`config.mk`:
```
export PLATFORM = sky130hd
export DESIGN_NAME = range_outlier_window_filter_core
export DESIGN_NICKNAME = d
export VERILOG_FILES = /design/src/design/rowf_pkg.sv /design/src/design/range_outlier_window_filter_core.sv
export SDC_FILE = /design/constraint.sdc
export NUM_CORES = 1
export LEC_CHECK = 0
export BUFFER_PORTS_ARGS = -buffer_cell sky130_fd_sc_hd__buf_2
export CELL_PAD_IN_SITES_DETAIL_PLACEMENT = 1
export CELL_PAD_IN_SITES_GLOBAL_PLACEMENT = 2
export CORE_ASPECT_RATIO = 1.75
export CORE_UTILIZATION = 45
export CTS_CLUSTER_DIAMETER = 80
export DETAILED_ROUTE_END_ITERATION = 10
export HOLD_SLACK_MARGIN = 0.12
export MAX_ROUTING_LAYER = met4
export PLACE_DENSITY_LB_ADDON = 0.1
export SLEW_MARGIN = 5
export SYNTH_ARGS = -nofsm -noshare
export SYNTH_HDL_FRONTEND = slang
export SYNTH_SLANG_ARGS = --single-unit
export TNS_END_PERCENT = 1
```
`constraint.sdc`:
```
create_clock -name clk_i -period 24.7 [get_ports clk_i]
set_clock_uncertainty 0.1 [all_clocks]
set_input_delay 1.235 -clock clk_i [delete_from_list [all_inputs] [get_ports clk_i]]
set_output_delay 1.235 -clock clk_i [all_outputs]
set_load 0.05 [all_outputs]
```
`src/design/rowf_pkg.sv`:
```
// rowf_pkg: shared types and constants of the range outlier window filter
// no dependencies; imported by range_outlier_window_filter_core
package rowf_pkg;

  localparam int unsigned DIST_W   = 16;
  localparam int unsigned STAT_W   = 8;
  localparam int unsigned MODE_W   = 2;
  localparam int unsigned LEN_W    = 4;
  localparam int unsigned MASK_W   = 32;
  localparam int unsigned CFG_IDX_W = 3;
  localparam int unsigned MIN_FILL = 3;

  // item opcodes
  localparam logic OP_SAMPLE = 1'b0;
  localparam logic OP_CLEAR  = 1'b1;

  // filter modes
  localparam logic [MODE_W-1:0] MODE_MEDIAN = 2'd0;
  localparam logic [MODE_W-1:0] MODE_MEAN   = 2'd1;
  localparam logic [MODE_W-1:0] MODE_WMEAN  = 2'd2;
  localparam logic [MODE_W-1:0] MODE_RAW    = 2'd3;

  // configuration register indexes
  localparam logic [CFG_IDX_W-1:0] REG_MODE   = 3'd0;
  localparam logic [CFG_IDX_W-1:0] REG_LENGTH = 3'd1;
  localparam logic [CFG_IDX_W-1:0] REG_STATCK = 3'd2;
  localparam logic [CFG_IDX_W-1:0] REG_RATECK = 3'd3;
  localparam logic [CFG_IDX_W-1:0] REG_JUMP   = 3'd4;
  localparam logic [CFG_IDX_W-1:0] REG_MASK   = 3'd5;

  // reset values
  localparam logic [MODE_W-1:0] RST_MODE   = MODE_MEDIAN;
  localparam logic [LEN_W-1:0]  RST_LENGTH = 4'd5;
  localparam logic [DIST_W-1:0] RST_JUMP   = 16'd500;
  localparam logic [MASK_W-1:0] RST_MASK   = 32'h0000_0001;

  typedef enum logic [2:0] {
    ST_IDLE,
    ST_MED_LOAD,
    ST_MED_CMP,
    ST_SUM,
    ST_DIV,
    ST_DONE
  } rowf_state_e;

endpackage

```
`src/design/range_outlier_window_filter_core.sv`:
```
// range_outlier_window_filter_core: screening, circular window and iterative filter
// depends on rowf_pkg
//
// Each item is taken only while the sequencer is idle. A clear item, a rejected
// sample, a sample that leaves fewer than three entries held, or raw mode goes
// from idle straight to done. Mean and recency-weighted mean walk the window once
// through a single multiply-accumulate and then run a restoring divider, one
// quotient bit per cycle. Median ranks each entry against every entry, itself
// included, through one comparator pair. The next item can be taken while a
// finished result still waits at the output.
module range_outlier_window_filter_core
  import rowf_pkg::*;
#(
  parameter int unsigned MAX_WINDOW = 15
) (
  input  logic                 clk_i,
  input  logic                 rst_ni,
  // configuration write port
  input  logic                 cfg_we_i,
  input  logic [CFG_IDX_W-1:0] cfg_idx_i,
  input  logic [MASK_W-1:0]    cfg_wdata_i,
  // input items
  input  logic                 s_axis_tvalid,
  output logic                 s_axis_tready,
  input  logic [23:0]          s_axis_tdata,   // sample_mm [15:0], sensor_status [23:16]
  input  logic                 s_axis_tuser,   // opcode
  // result items
  output logic                 m_axis_tvalid,
  input  logic                 m_axis_tready,
  output logic [15:0]          m_axis_tdata,   // filtered_mm [15:0]
  output logic                 m_axis_tuser    // accepted
);

  localparam int unsigned IDX_W  = (MAX_WINDOW > 1) ? $clog2(MAX_WINDOW) : 1;
  localparam int unsigned CNT_W  = $clog2(MAX_WINDOW + 1);
  localparam int unsigned TOT_MAX = MAX_WINDOW * (MAX_WINDOW + 1) / 2;
  localparam int unsigned TOT_W  = $clog2(TOT_MAX + 1);
  localparam int unsigned SUM_W  = DIST_W + TOT_W;
  localparam int unsigned PROD_W = DIST_W + CNT_W;
  localparam int unsigned DC_W   = $clog2(SUM_W + 1);

  // configuration registers
  logic [MODE_W-1:0] filter_mode_q;
  logic [LEN_W-1:0]  window_length_q;
  logic              status_check_on_q;
  logic              rate_check_on_q;
  logic [DIST_W-1:0] max_jump_mm_q;
  logic [MASK_W-1:0] valid_status_bits_q;

  // history
  logic [DIST_W-1:0] win_q [MAX_WINDOW];
  logic [IDX_W-1:0]  wi_q, wi_d;
  logic [CNT_W-1:0]  fill_q, fill_d;
  logic [DIST_W-1:0] last_q;

  // sequencer
  rowf_state_e       state_q, state_d;
  logic [IDX_W-1:0]  i_q, j_q, idx_q, idx0;
  logic [CNT_W-1:0]  w_q;
  logic [CNT_W-1:0]  lt_q, le_q, lt_n, le_n;
  logic [DC_W-1:0]   dcnt_q;
  logic [DIST_W-1:0] cand_q, med_lo_q, med_hi_q, med_lo_n, med_hi_n;
  logic [SUM_W-1:0]  acc_q, acc_n, num_q, num_n;
  logic [TOT_W-1:0]  tot_q, tot_n;
  logic [TOT_W:0]    rem_q, rem_sh, rem_n;
  logic [DIST_W-1:0] res_q;
  logic              res_acc_q;

  // output register
  logic              out_valid_q;
  logic              out_acc_q;
  logic [DIST_W-1:0] out_mm_q;

  // item fields
  logic              in_op;
  logic [DIST_W-1:0] in_dist;
  logic [STAT_W-1:0] in_stat;

  logic [CNT_W-1:0]  n_eff;
  logic              fire, status_ok, rate_ok, take;
  logic [DIST_W-1:0] diff;
  logic [IDX_W-1:0]  rd_addr;
  logic [DIST_W-1:0] rd_val;
  logic [CNT_W-1:0]  wsel, k_rank;
  logic [PROD_W-1:0] prod;
  logic              j_last, i_last, hi_hit, lo_hit, q_bit;
  logic [DIST_W:0]   mid_sum;
  logic              fin_en, fin_acc, out_load;
  logic [DIST_W-1:0] fin_val;

  assign in_op   = s_axis_tuser;
  assign in_dist = s_axis_tdata[15:0];
  assign in_stat = s_axis_tdata[23:16];

  // effective window length, clamped to [3, MAX_WINDOW]
  always_comb begin
    if (32'(window_length_q) < MIN_FILL) begin
      n_eff = CNT_W'(MIN_FILL);
    end else if (32'(window_length_q) > MAX_WINDOW) begin
      n_eff = CNT_W'(MAX_WINDOW);
    end else begin
      n_eff = CNT_W'(window_length_q);
    end
  end

  // screening
  assign diff      = (in_dist >= last_q) ? in_dist - last_q : last_q - in_dist;
  assign status_ok = !status_check_on_q ||
                     ((in_stat[7:5] == 3'd0) && valid_status_bits_q[in_stat[4:0]]);
  assign rate_ok   = !rate_check_on_q || (fill_q == '0) || (diff <= max_jump_mm_q);
  assign take      = (in_op == OP_SAMPLE) && status_ok && rate_ok;
  assign fire      = s_axis_tvalid && s_axis_tready;

  // window update for an accepted sample
  assign wi_d   = (CNT_W'(wi_q) + CNT_W'(1) == n_eff) ? '0 : wi_q + IDX_W'(1);
  assign fill_d = (fill_q < n_eff) ? fill_q + CNT_W'(1) : fill_q;
  assign idx0   = (wi_d == '0) ? IDX_W'(fill_d - CNT_W'(1)) : wi_d - IDX_W'(1);

  // single read port of the window
  always_comb begin
    case (state_q)
      ST_MED_LOAD: rd_addr = i_q;
      ST_MED_CMP:  rd_addr = j_q;
      default:     rd_addr = idx_q;
    endcase
  end
  assign rd_val = win_q[rd_addr];

  // rank counting for median, a candidate is placed only once its counts are complete
  assign lt_n    = lt_q + CNT_W'(rd_val < cand_q);
  assign le_n    = le_q + CNT_W'(rd_val <= cand_q);
  assign k_rank  = fill_q >> 1;
  assign j_last  = (CNT_W'(j_q) == fill_q - CNT_W'(1));
  assign i_last  = (CNT_W'(i_q) == fill_q - CNT_W'(1));
  assign hi_hit  = j_last && (lt_n <= k_rank) && (le_n > k_rank);
  assign lo_hit  = j_last && (lt_n < k_rank) && (le_n >= k_rank);
  assign med_hi_n = hi_hit ? cand_q : med_hi_q;
  assign med_lo_n = lo_hit ? cand_q : med_lo_q;
  assign mid_sum  = {1'b0, med_lo_n} + {1'b0, med_hi_n};

  // shared multiply-accumulate: recency weight for weighted mean, weight 1 otherwise
  assign wsel  = (filter_mode_q == MODE_WMEAN) ? w_q : CNT_W'(1);
  assign prod  = PROD_W'(rd_val) * PROD_W'(wsel);
  assign acc_n = acc_q + SUM_W'(prod);
  assign tot_n = tot_q + TOT_W'(wsel);

  // restoring divider step
  assign rem_sh = {rem_q[TOT_W-1:0], num_q[SUM_W-1]};
  assign q_bit  = (rem_sh >= {1'b0, tot_q});
  assign rem_n  = q_bit ? rem_sh - {1'b0, tot_q} : rem_sh;
  assign num_n  = {num_q[SUM_W-2:0], q_bit};

  // next state
  always_comb begin
    state_d = state_q;
    case (state_q)
      ST_IDLE: begin
        if (fire) begin
          if (!take || (32'(fill_d) < MIN_FILL) || (filter_mode_q == MODE_RAW)) begin
            state_d = ST_DONE;
          end else if (filter_mode_q == MODE_MEDIAN) begin
            state_d = ST_MED_LOAD;
          end else begin
            state_d = ST_SUM;
          end
        end
      end
      ST_MED_LOAD: state_d = ST_MED_CMP;
      ST_MED_CMP: begin
        if (j_last) begin
          state_d = i_last ? ST_DONE : ST_MED_LOAD;
        end
      end
      ST_SUM: begin
        if (w_q == CNT_W'(1)) begin
          state_d = ST_DIV;
        end
      end
      ST_DIV: begin
        if (dcnt_q == DC_W'(1)) begin
          state_d = ST_DONE;
        end
      end
      ST_DONE: begin
        if (!out_valid_q || m_axis_tready) begin
          state_d = ST_IDLE;
        end
      end
      default: state_d = ST_IDLE;
    endcase
  end

  // sequencer outputs
  always_comb begin
    s_axis_tready = 1'b0;
    fin_en        = 1'b0;
    fin_acc       = 1'b0;
    fin_val       = '0;
    out_load      = 1'b0;
    case (state_q)
      ST_IDLE: begin
        s_axis_tready = 1'b1;
        if (fire && (!take || (32'(fill_d) < MIN_FILL) || (filter_mode_q == MODE_RAW))) begin
          fin_en  = 1'b1;
          fin_acc = take;
          fin_val = take ? in_dist : '0;
        end
      end
      ST_MED_CMP: begin
        if (j_last && i_last) begin
          fin_en  = 1'b1;
          fin_acc = 1'b1;
          fin_val = fill_q[0] ? med_hi_n : mid_sum[DIST_W:1];
        end
      end
      ST_DIV: begin
        if (dcnt_q == DC_W'(1)) begin
          fin_en  = 1'b1;
          fin_acc = 1'b1;
          fin_val = num_n[DIST_W-1:0];
        end
      end
      ST_DONE: out_load = !out_valid_q || m_axis_tready;
      default: ;
    endcase
  end

  // control state
  always_ff @(posedge clk_i or negedge rst_ni) begin
    if (!rst_ni) begin
      state_q             <= ST_IDLE;
      filter_mode_q       <= RST_MODE;
      window_length_q     <= RST_LENGTH;
      status_check_on_q   <= 1'b1;
      rate_check_on_q     <= 1'b1;
      max_jump_mm_q       <= RST_JUMP;
      valid_status_bits_q <= RST_MASK;
      wi_q                <= '0;
      fill_q              <= '0;
      last_q              <= '0;
      i_q                 <= '0;
      j_q                 <= '0;
      idx_q               <= '0;
      w_q                 <= '0;
      lt_q                <= '0;
      le_q                <= '0;
      dcnt_q              <= '0;
      out_valid_q         <= 1'b0;
    end else begin
      state_q <= state_d;
      case (state_q)
        ST_IDLE: begin
          if (fire && (in_op == OP_CLEAR)) begin
            wi_q   <= '0;
            fill_q <= '0;
            last_q <= '0;
          end else if (fire && take) begin
            wi_q   <= wi_d;
            fill_q <= fill_d;
          end
          i_q   <= '0;
          idx_q <= idx0;
          w_q   <= fill_d;
        end
        ST_MED_LOAD: begin
          j_q  <= '0;
          lt_q <= '0;
          le_q <= '0;
        end
        ST_MED_CMP: begin
          j_q  <= j_q + IDX_W'(1);
          lt_q <= lt_n;
          le_q <= le_n;
          if (j_last) begin
            i_q <= i_q + IDX_W'(1);
          end
        end
        ST_SUM: begin
          w_q    <= w_q - CNT_W'(1);
          idx_q  <= (idx_q == '0) ? IDX_W'(fill_q - CNT_W'(1)) : idx_q - IDX_W'(1);
          dcnt_q <= DC_W'(SUM_W);
        end
        ST_DIV: dcnt_q <= dcnt_q - DC_W'(1);
        default: ;
      endcase
      if (fin_en && fin_acc) begin
        last_q <= fin_val;
      end
      if (out_load) begin
        out_valid_q <= 1'b1;
      end else if (m_axis_tready) begin
        out_valid_q <= 1'b0;
      end
      if (cfg_we_i) begin
        case (cfg_idx_i)
          REG_MODE:   filter_mode_q <= cfg_wdata_i[MODE_W-1:0];
          REG_LENGTH: begin
            window_length_q <= cfg_wdata_i[LEN_W-1:0];
            wi_q            <= '0;
            fill_q          <= '0;
          end
          REG_STATCK: status_check_on_q   <= cfg_wdata_i[0];
          REG_RATECK: rate_check_on_q     <= cfg_wdata_i[0];
          REG_JUMP:   max_jump_mm_q       <= cfg_wdata_i[DIST_W-1:0];
          REG_MASK:   valid_status_bits_q <= cfg_wdata_i;
          default: ;
        endcase
      end
    end
  end

  // payload
  always_ff @(posedge clk_i) begin
    case (state_q)
      ST_IDLE: begin
        if (fire && take) begin
          win_q[wi_q] <= in_dist;
        end
        acc_q <= '0;
        tot_q <= '0;
      end
      ST_MED_LOAD: cand_q <= rd_val;
      ST_MED_CMP: begin
        med_hi_q <= med_hi_n;
        med_lo_q <= med_lo_n;
      end
      ST_SUM: begin
        acc_q <= acc_n;
        tot_q <= tot_n;
        if (w_q == CNT_W'(1)) begin
          num_q <= acc_n;
          rem_q <= '0;
        end
      end
      ST_DIV: begin
        num_q <= num_n;
        rem_q <= rem_n;
      end
      default: ;
    endcase
    if (fin_en) begin
      res_q     <= fin_val;
      res_acc_q <= fin_acc;
    end
    if (out_load) begin
      out_mm_q  <= res_q;
      out_acc_q <= res_acc_q;
    end
  end

  assign m_axis_tvalid = out_valid_q;
  assign m_axis_tdata  = out_mm_q;
  assign m_axis_tuser  = out_acc_q;

  // checks
  a_fill_bound: assert property (@(posedge clk_i) disable iff (!rst_ni)
    fill_q <= n_eff)
    else $error("fill count beyond window length");

  a_wi_bound: assert property (@(posedge clk_i) disable iff (!rst_ni)
    CNT_W'(wi_q) < n_eff)
    else $error("write index beyond window length");

  a_out_from_done: assert property (@(posedge clk_i) disable iff (!rst_ni)
    $rose(m_axis_tvalid) |-> $past(state_q == ST_DONE))
    else $error("result shown without finished item");

  a_reject_zero: assert property (@(posedge clk_i) disable iff (!rst_ni)
    (m_axis_tvalid && !m_axis_tuser) |-> (m_axis_tdata == '0))
    else $error("rejected item carries nonzero distance");

  a_div_nonzero: assert property (@(posedge clk_i) disable iff (!rst_ni)
    (state_q == ST_DIV) |-> (tot_q != '0))
    else $error("divider started with zero weight total");

endmodule
```
==> flow_summary_export.csv <==
group,metric,value,unit
worst_setup_path,critPathTopFamily,"compound AO/OA/AOI/OAI gates",
yosys,async_reset_ff_share,22.83,%
floorplan,initial_core_util,45.67,%
worst_setup_path,crit_path_top_delay_cell,"buf_4",
clocking,cts_resized,0,
worst_setup_path,endpoint_kind,"register",
clocking,cts_buffers,48,
worst_setup_path,r2r_cells,46,
yosys,yosys_warnings,0,
clocking,clock_sink_count,495,
timing,period_share,48.80,%
place,dp_slack,12.71,ns
timing,rsz0062_at_grt,"false",
finish,area_delta_synth_final,11.30,%
yosys,synth_xor_area_share,2.621,%
timing,setup_ws,12.65,ns
worst_hold_path,hp-start,"res_q[5]",
worst_setup_path,worstSetupPathType,"reg -> reg",
worst_setup_path,cpMostUsedCell,"o21a_1",
yosys,synth_cells,2441,
yosys,synth.distinct_cells,88,
worst_hold_path,min_path_type,"reg -> reg",
clocking,cts_root_buf,"clkbuf_16",
yosys,synth-compound-area-share,14.89,%
timing,hold_violations,0,
yosys,synthFlopType,"edfxtp_1",
clocking,hold_buffers,0,
clocking,cts_tree,"done",
finish,layout-drive-gt1-share,12.77,%
finish,fillerInstances,6378,
timing,slew_headroom,16.09,%
finish,fin_cells,3337,
global_route,antenna_found_initial,4,
routing,routed_via_density,5.945,
clocking,worstSkewPairLatency,0.63,ns
worst_setup_path,r2r-start,"state_q[2]",
routing,vias,19840,
worst_setup_path,rrSetupSlack,12.65,ns
worst_setup_path,crit_fanout,58,
finish,final_util,50.84,%
worst_hold_path,hold_path_depth,0,
worst_setup_path,r2r-end,"res_q[13]",
routing,drtPass1Iterations,5,
outcome,outcome,"complete, no violations",
routing,drtIter0Drc,1237,
global_route,grt_pass1_vias,21353,
floorplan,coreArea,0.06030,mm^2
global_route,grt_usage,28.79,%
floorplan,dieArea,0.06224,mm^2
timing,setup-tns-final,0,ns
pwr,powerDensity,133.8,mW/mm^2
yosys,ys_seq_area_share,51.96,%
yosys,syn_nets,2701,
yosys,synth_edf_count,382,
clocking,postCtsSetupBuffers,0,
routing,wl_per_cell,25.67,um
place,hpwl,62.34,mm
yosys,ys_ff_latch,495,
flow_run,drv_cap,0,
yosys,synth_top_family_by_area,"compound AO/OA/AOI/OAI gates",
pwr,max-vdd-ir-drop,0.00007950,V
routing,ant_nets,0,
place,portBuffers,83,
clocking,cts.path.max_buffers,3,
worst_setup_path,slowest_delay,0.67,ns
clocking,path_clk_slew,0.07,ns
yosys,synth_fa_ha_area_share,10.22,%
timing,max_freq,82.96,MHz
place,dp.cells,3242,
worst_setup_path,critPathLaunchType,"register",
floorplan,ios,84,
global_route,grt_max_degree,66,
floorplan,fp.dieH,329.3,um
timing,tightestPinTransition,1.254,ns
finish,final_cell_mix,"382 x edfxtp_1, 283 x nand2_1, 170 x inv_1",
worst_setup_path,crit_required,24.94,ns
routing,wl,85.67,mm
floorplan,die_x,189.0,um
clocking,h-tree-depth,2,
floorplan,rows,119,
place,place.gp.congestion,0.9113,
finish,nets,2766,
worst_hold_path,hold-path-endpoint,"m_axis_tdata[5]",
routing,drc,0,
yosys,synth-simple-area-share,11.63,%
worst_setup_path,arrival,12.29,ns
timing,setup_violations,0,
yosys,avgSynthCellArea,11.28,um^2
yosys,yosys-mux-area-fraction,4.720,%
global_route,overflow,0,
pwr,leakagePower,12.22,nW
finish,layout_commonest_cell,"edfxtp_1",
worst_setup_path,path_buf_inv,7,
global_route,grt_pass1_wl,129.9,mm
yosys,netlist_area,0.02754,mm^2
timing,finalMaxSlewViolations,0,
timing,post-route-min-period,12.05,ns
cell type report:
cell class / count / area, um^2 / area share [%]
Antenna cell: 5 / 12.51 / 0.04081
Clock buffer: 55 / 1259 / 4.106
Clock inverter: 35 / 389.1 / 1.269
Inverter: 171 / 641.9 / 2.094
Multi-Input combinational cell: 1663 / 12310 / 40.15
Sequential cell: 495 / 14310 / 46.69
Tap cell: 786 / 983.4 / 3.208
Timing Repair Buffer: 127 / 748.2 / 2.441
through the flow:
stage,hold slack (ns),total power (W),cell area [um^2]
2_1_floorplan,0.3003,0.002628,27540
3_3_place_gp,0.3082,0.003261,29000
3_5_place_dp,0.3063,0.003337,29000
4_1_cts,0.3219,0.004138,30640
5_1_grt,0.3297,0.004379,30650
6_report,0.3215,0.004102,30660
metal layers:
metal,vias to the layer above,global-route usage (%),wire (um)
met1,10232,31.00,32470
met5,-,-,0
met4,0,13.39,4177
li1,9056,-,-
met3,150,2.983,2460
met2,402,52.66,46560
worst max path at each step:
stage	startpoint	to	slack, ns	depth (start not counted)
2_1_floorplan	state_q[0]	res_q[12]	15.31	40
6_report	state_q[2]	res_q[13]	12.65	46
3_5_place_dp	state_q[2]	res_q[13]	12.71	46
3_3_place_gp	state_q[2]	res_q[13]	13.15	46
4_1_cts	state_q[2]	res_q[13]	12.63	46
5_1_grt	state_q[1]	res_q[12]	11.64	44
report_power, final:
group | internal, W | switching (W) | total (W)
clock network | 0.000443 | 0.000340 | 0.000784
logic | 0.000765 | 0.00133 | 0.00210
registers | 0.00110 | 0.000119 | 0.00122
sequential cells by signal, summed over array words and instances, names as in the netlist, 23 cells and up:
| signal | flops |
|---|---|
| acc_q | 23 |
| num_q | 23 |
| valid_status_bits_q | 32 |
| win_q | 240 |
worst register-to-register path, delay by kind of cell (launching register included):
kind / cells / cell delay [ns]
XOR/XNOR: 1 / 0.17
flip-flops: 1 / 0.59
buffers and inverters: 7 / 2.46
AND/OR/NAND/NOR: 11 / 2.83
AO/OA/AOI/OAI: 21 / 4.11
adder cells (fa/ha/maj): 5 / 1.17
multiplexers: 1 / 0.33
Yosys cell counts, types with 26 or more instances:
cell	count	area share [%]
a211oi_1	88	2.4
a21o_1	56	1.5
a21oi_1	115	2.1
a311oi_1	26	0.83
a31oi_1	37	0.84
and2_1	92	2.1
clkbuf_1	91	1.2
dfrtp_1	102	9.3
edfxtp_1	382	42
fa_1	50	3.6
ha_1	145	6.6
inv_1	170	2.3
mux2_2	67	2.7
mux2i_1	32	1.2
nand2_1	283	3.9
nand3_1	32	0.58
nor2_1	121	1.6
o21ai_0	136	2.5
xnor2_1	46	1.5
xor2_1	32	1.0
cell families after synthesis:
logic type / count (synthesis)
compound gates: 612
mux: 109
buf+inv: 283
xor+xnor: 80
fa+ha+maj: 195
simple gates: 667
flops: 495
Power figures use the tool's default switching activity.
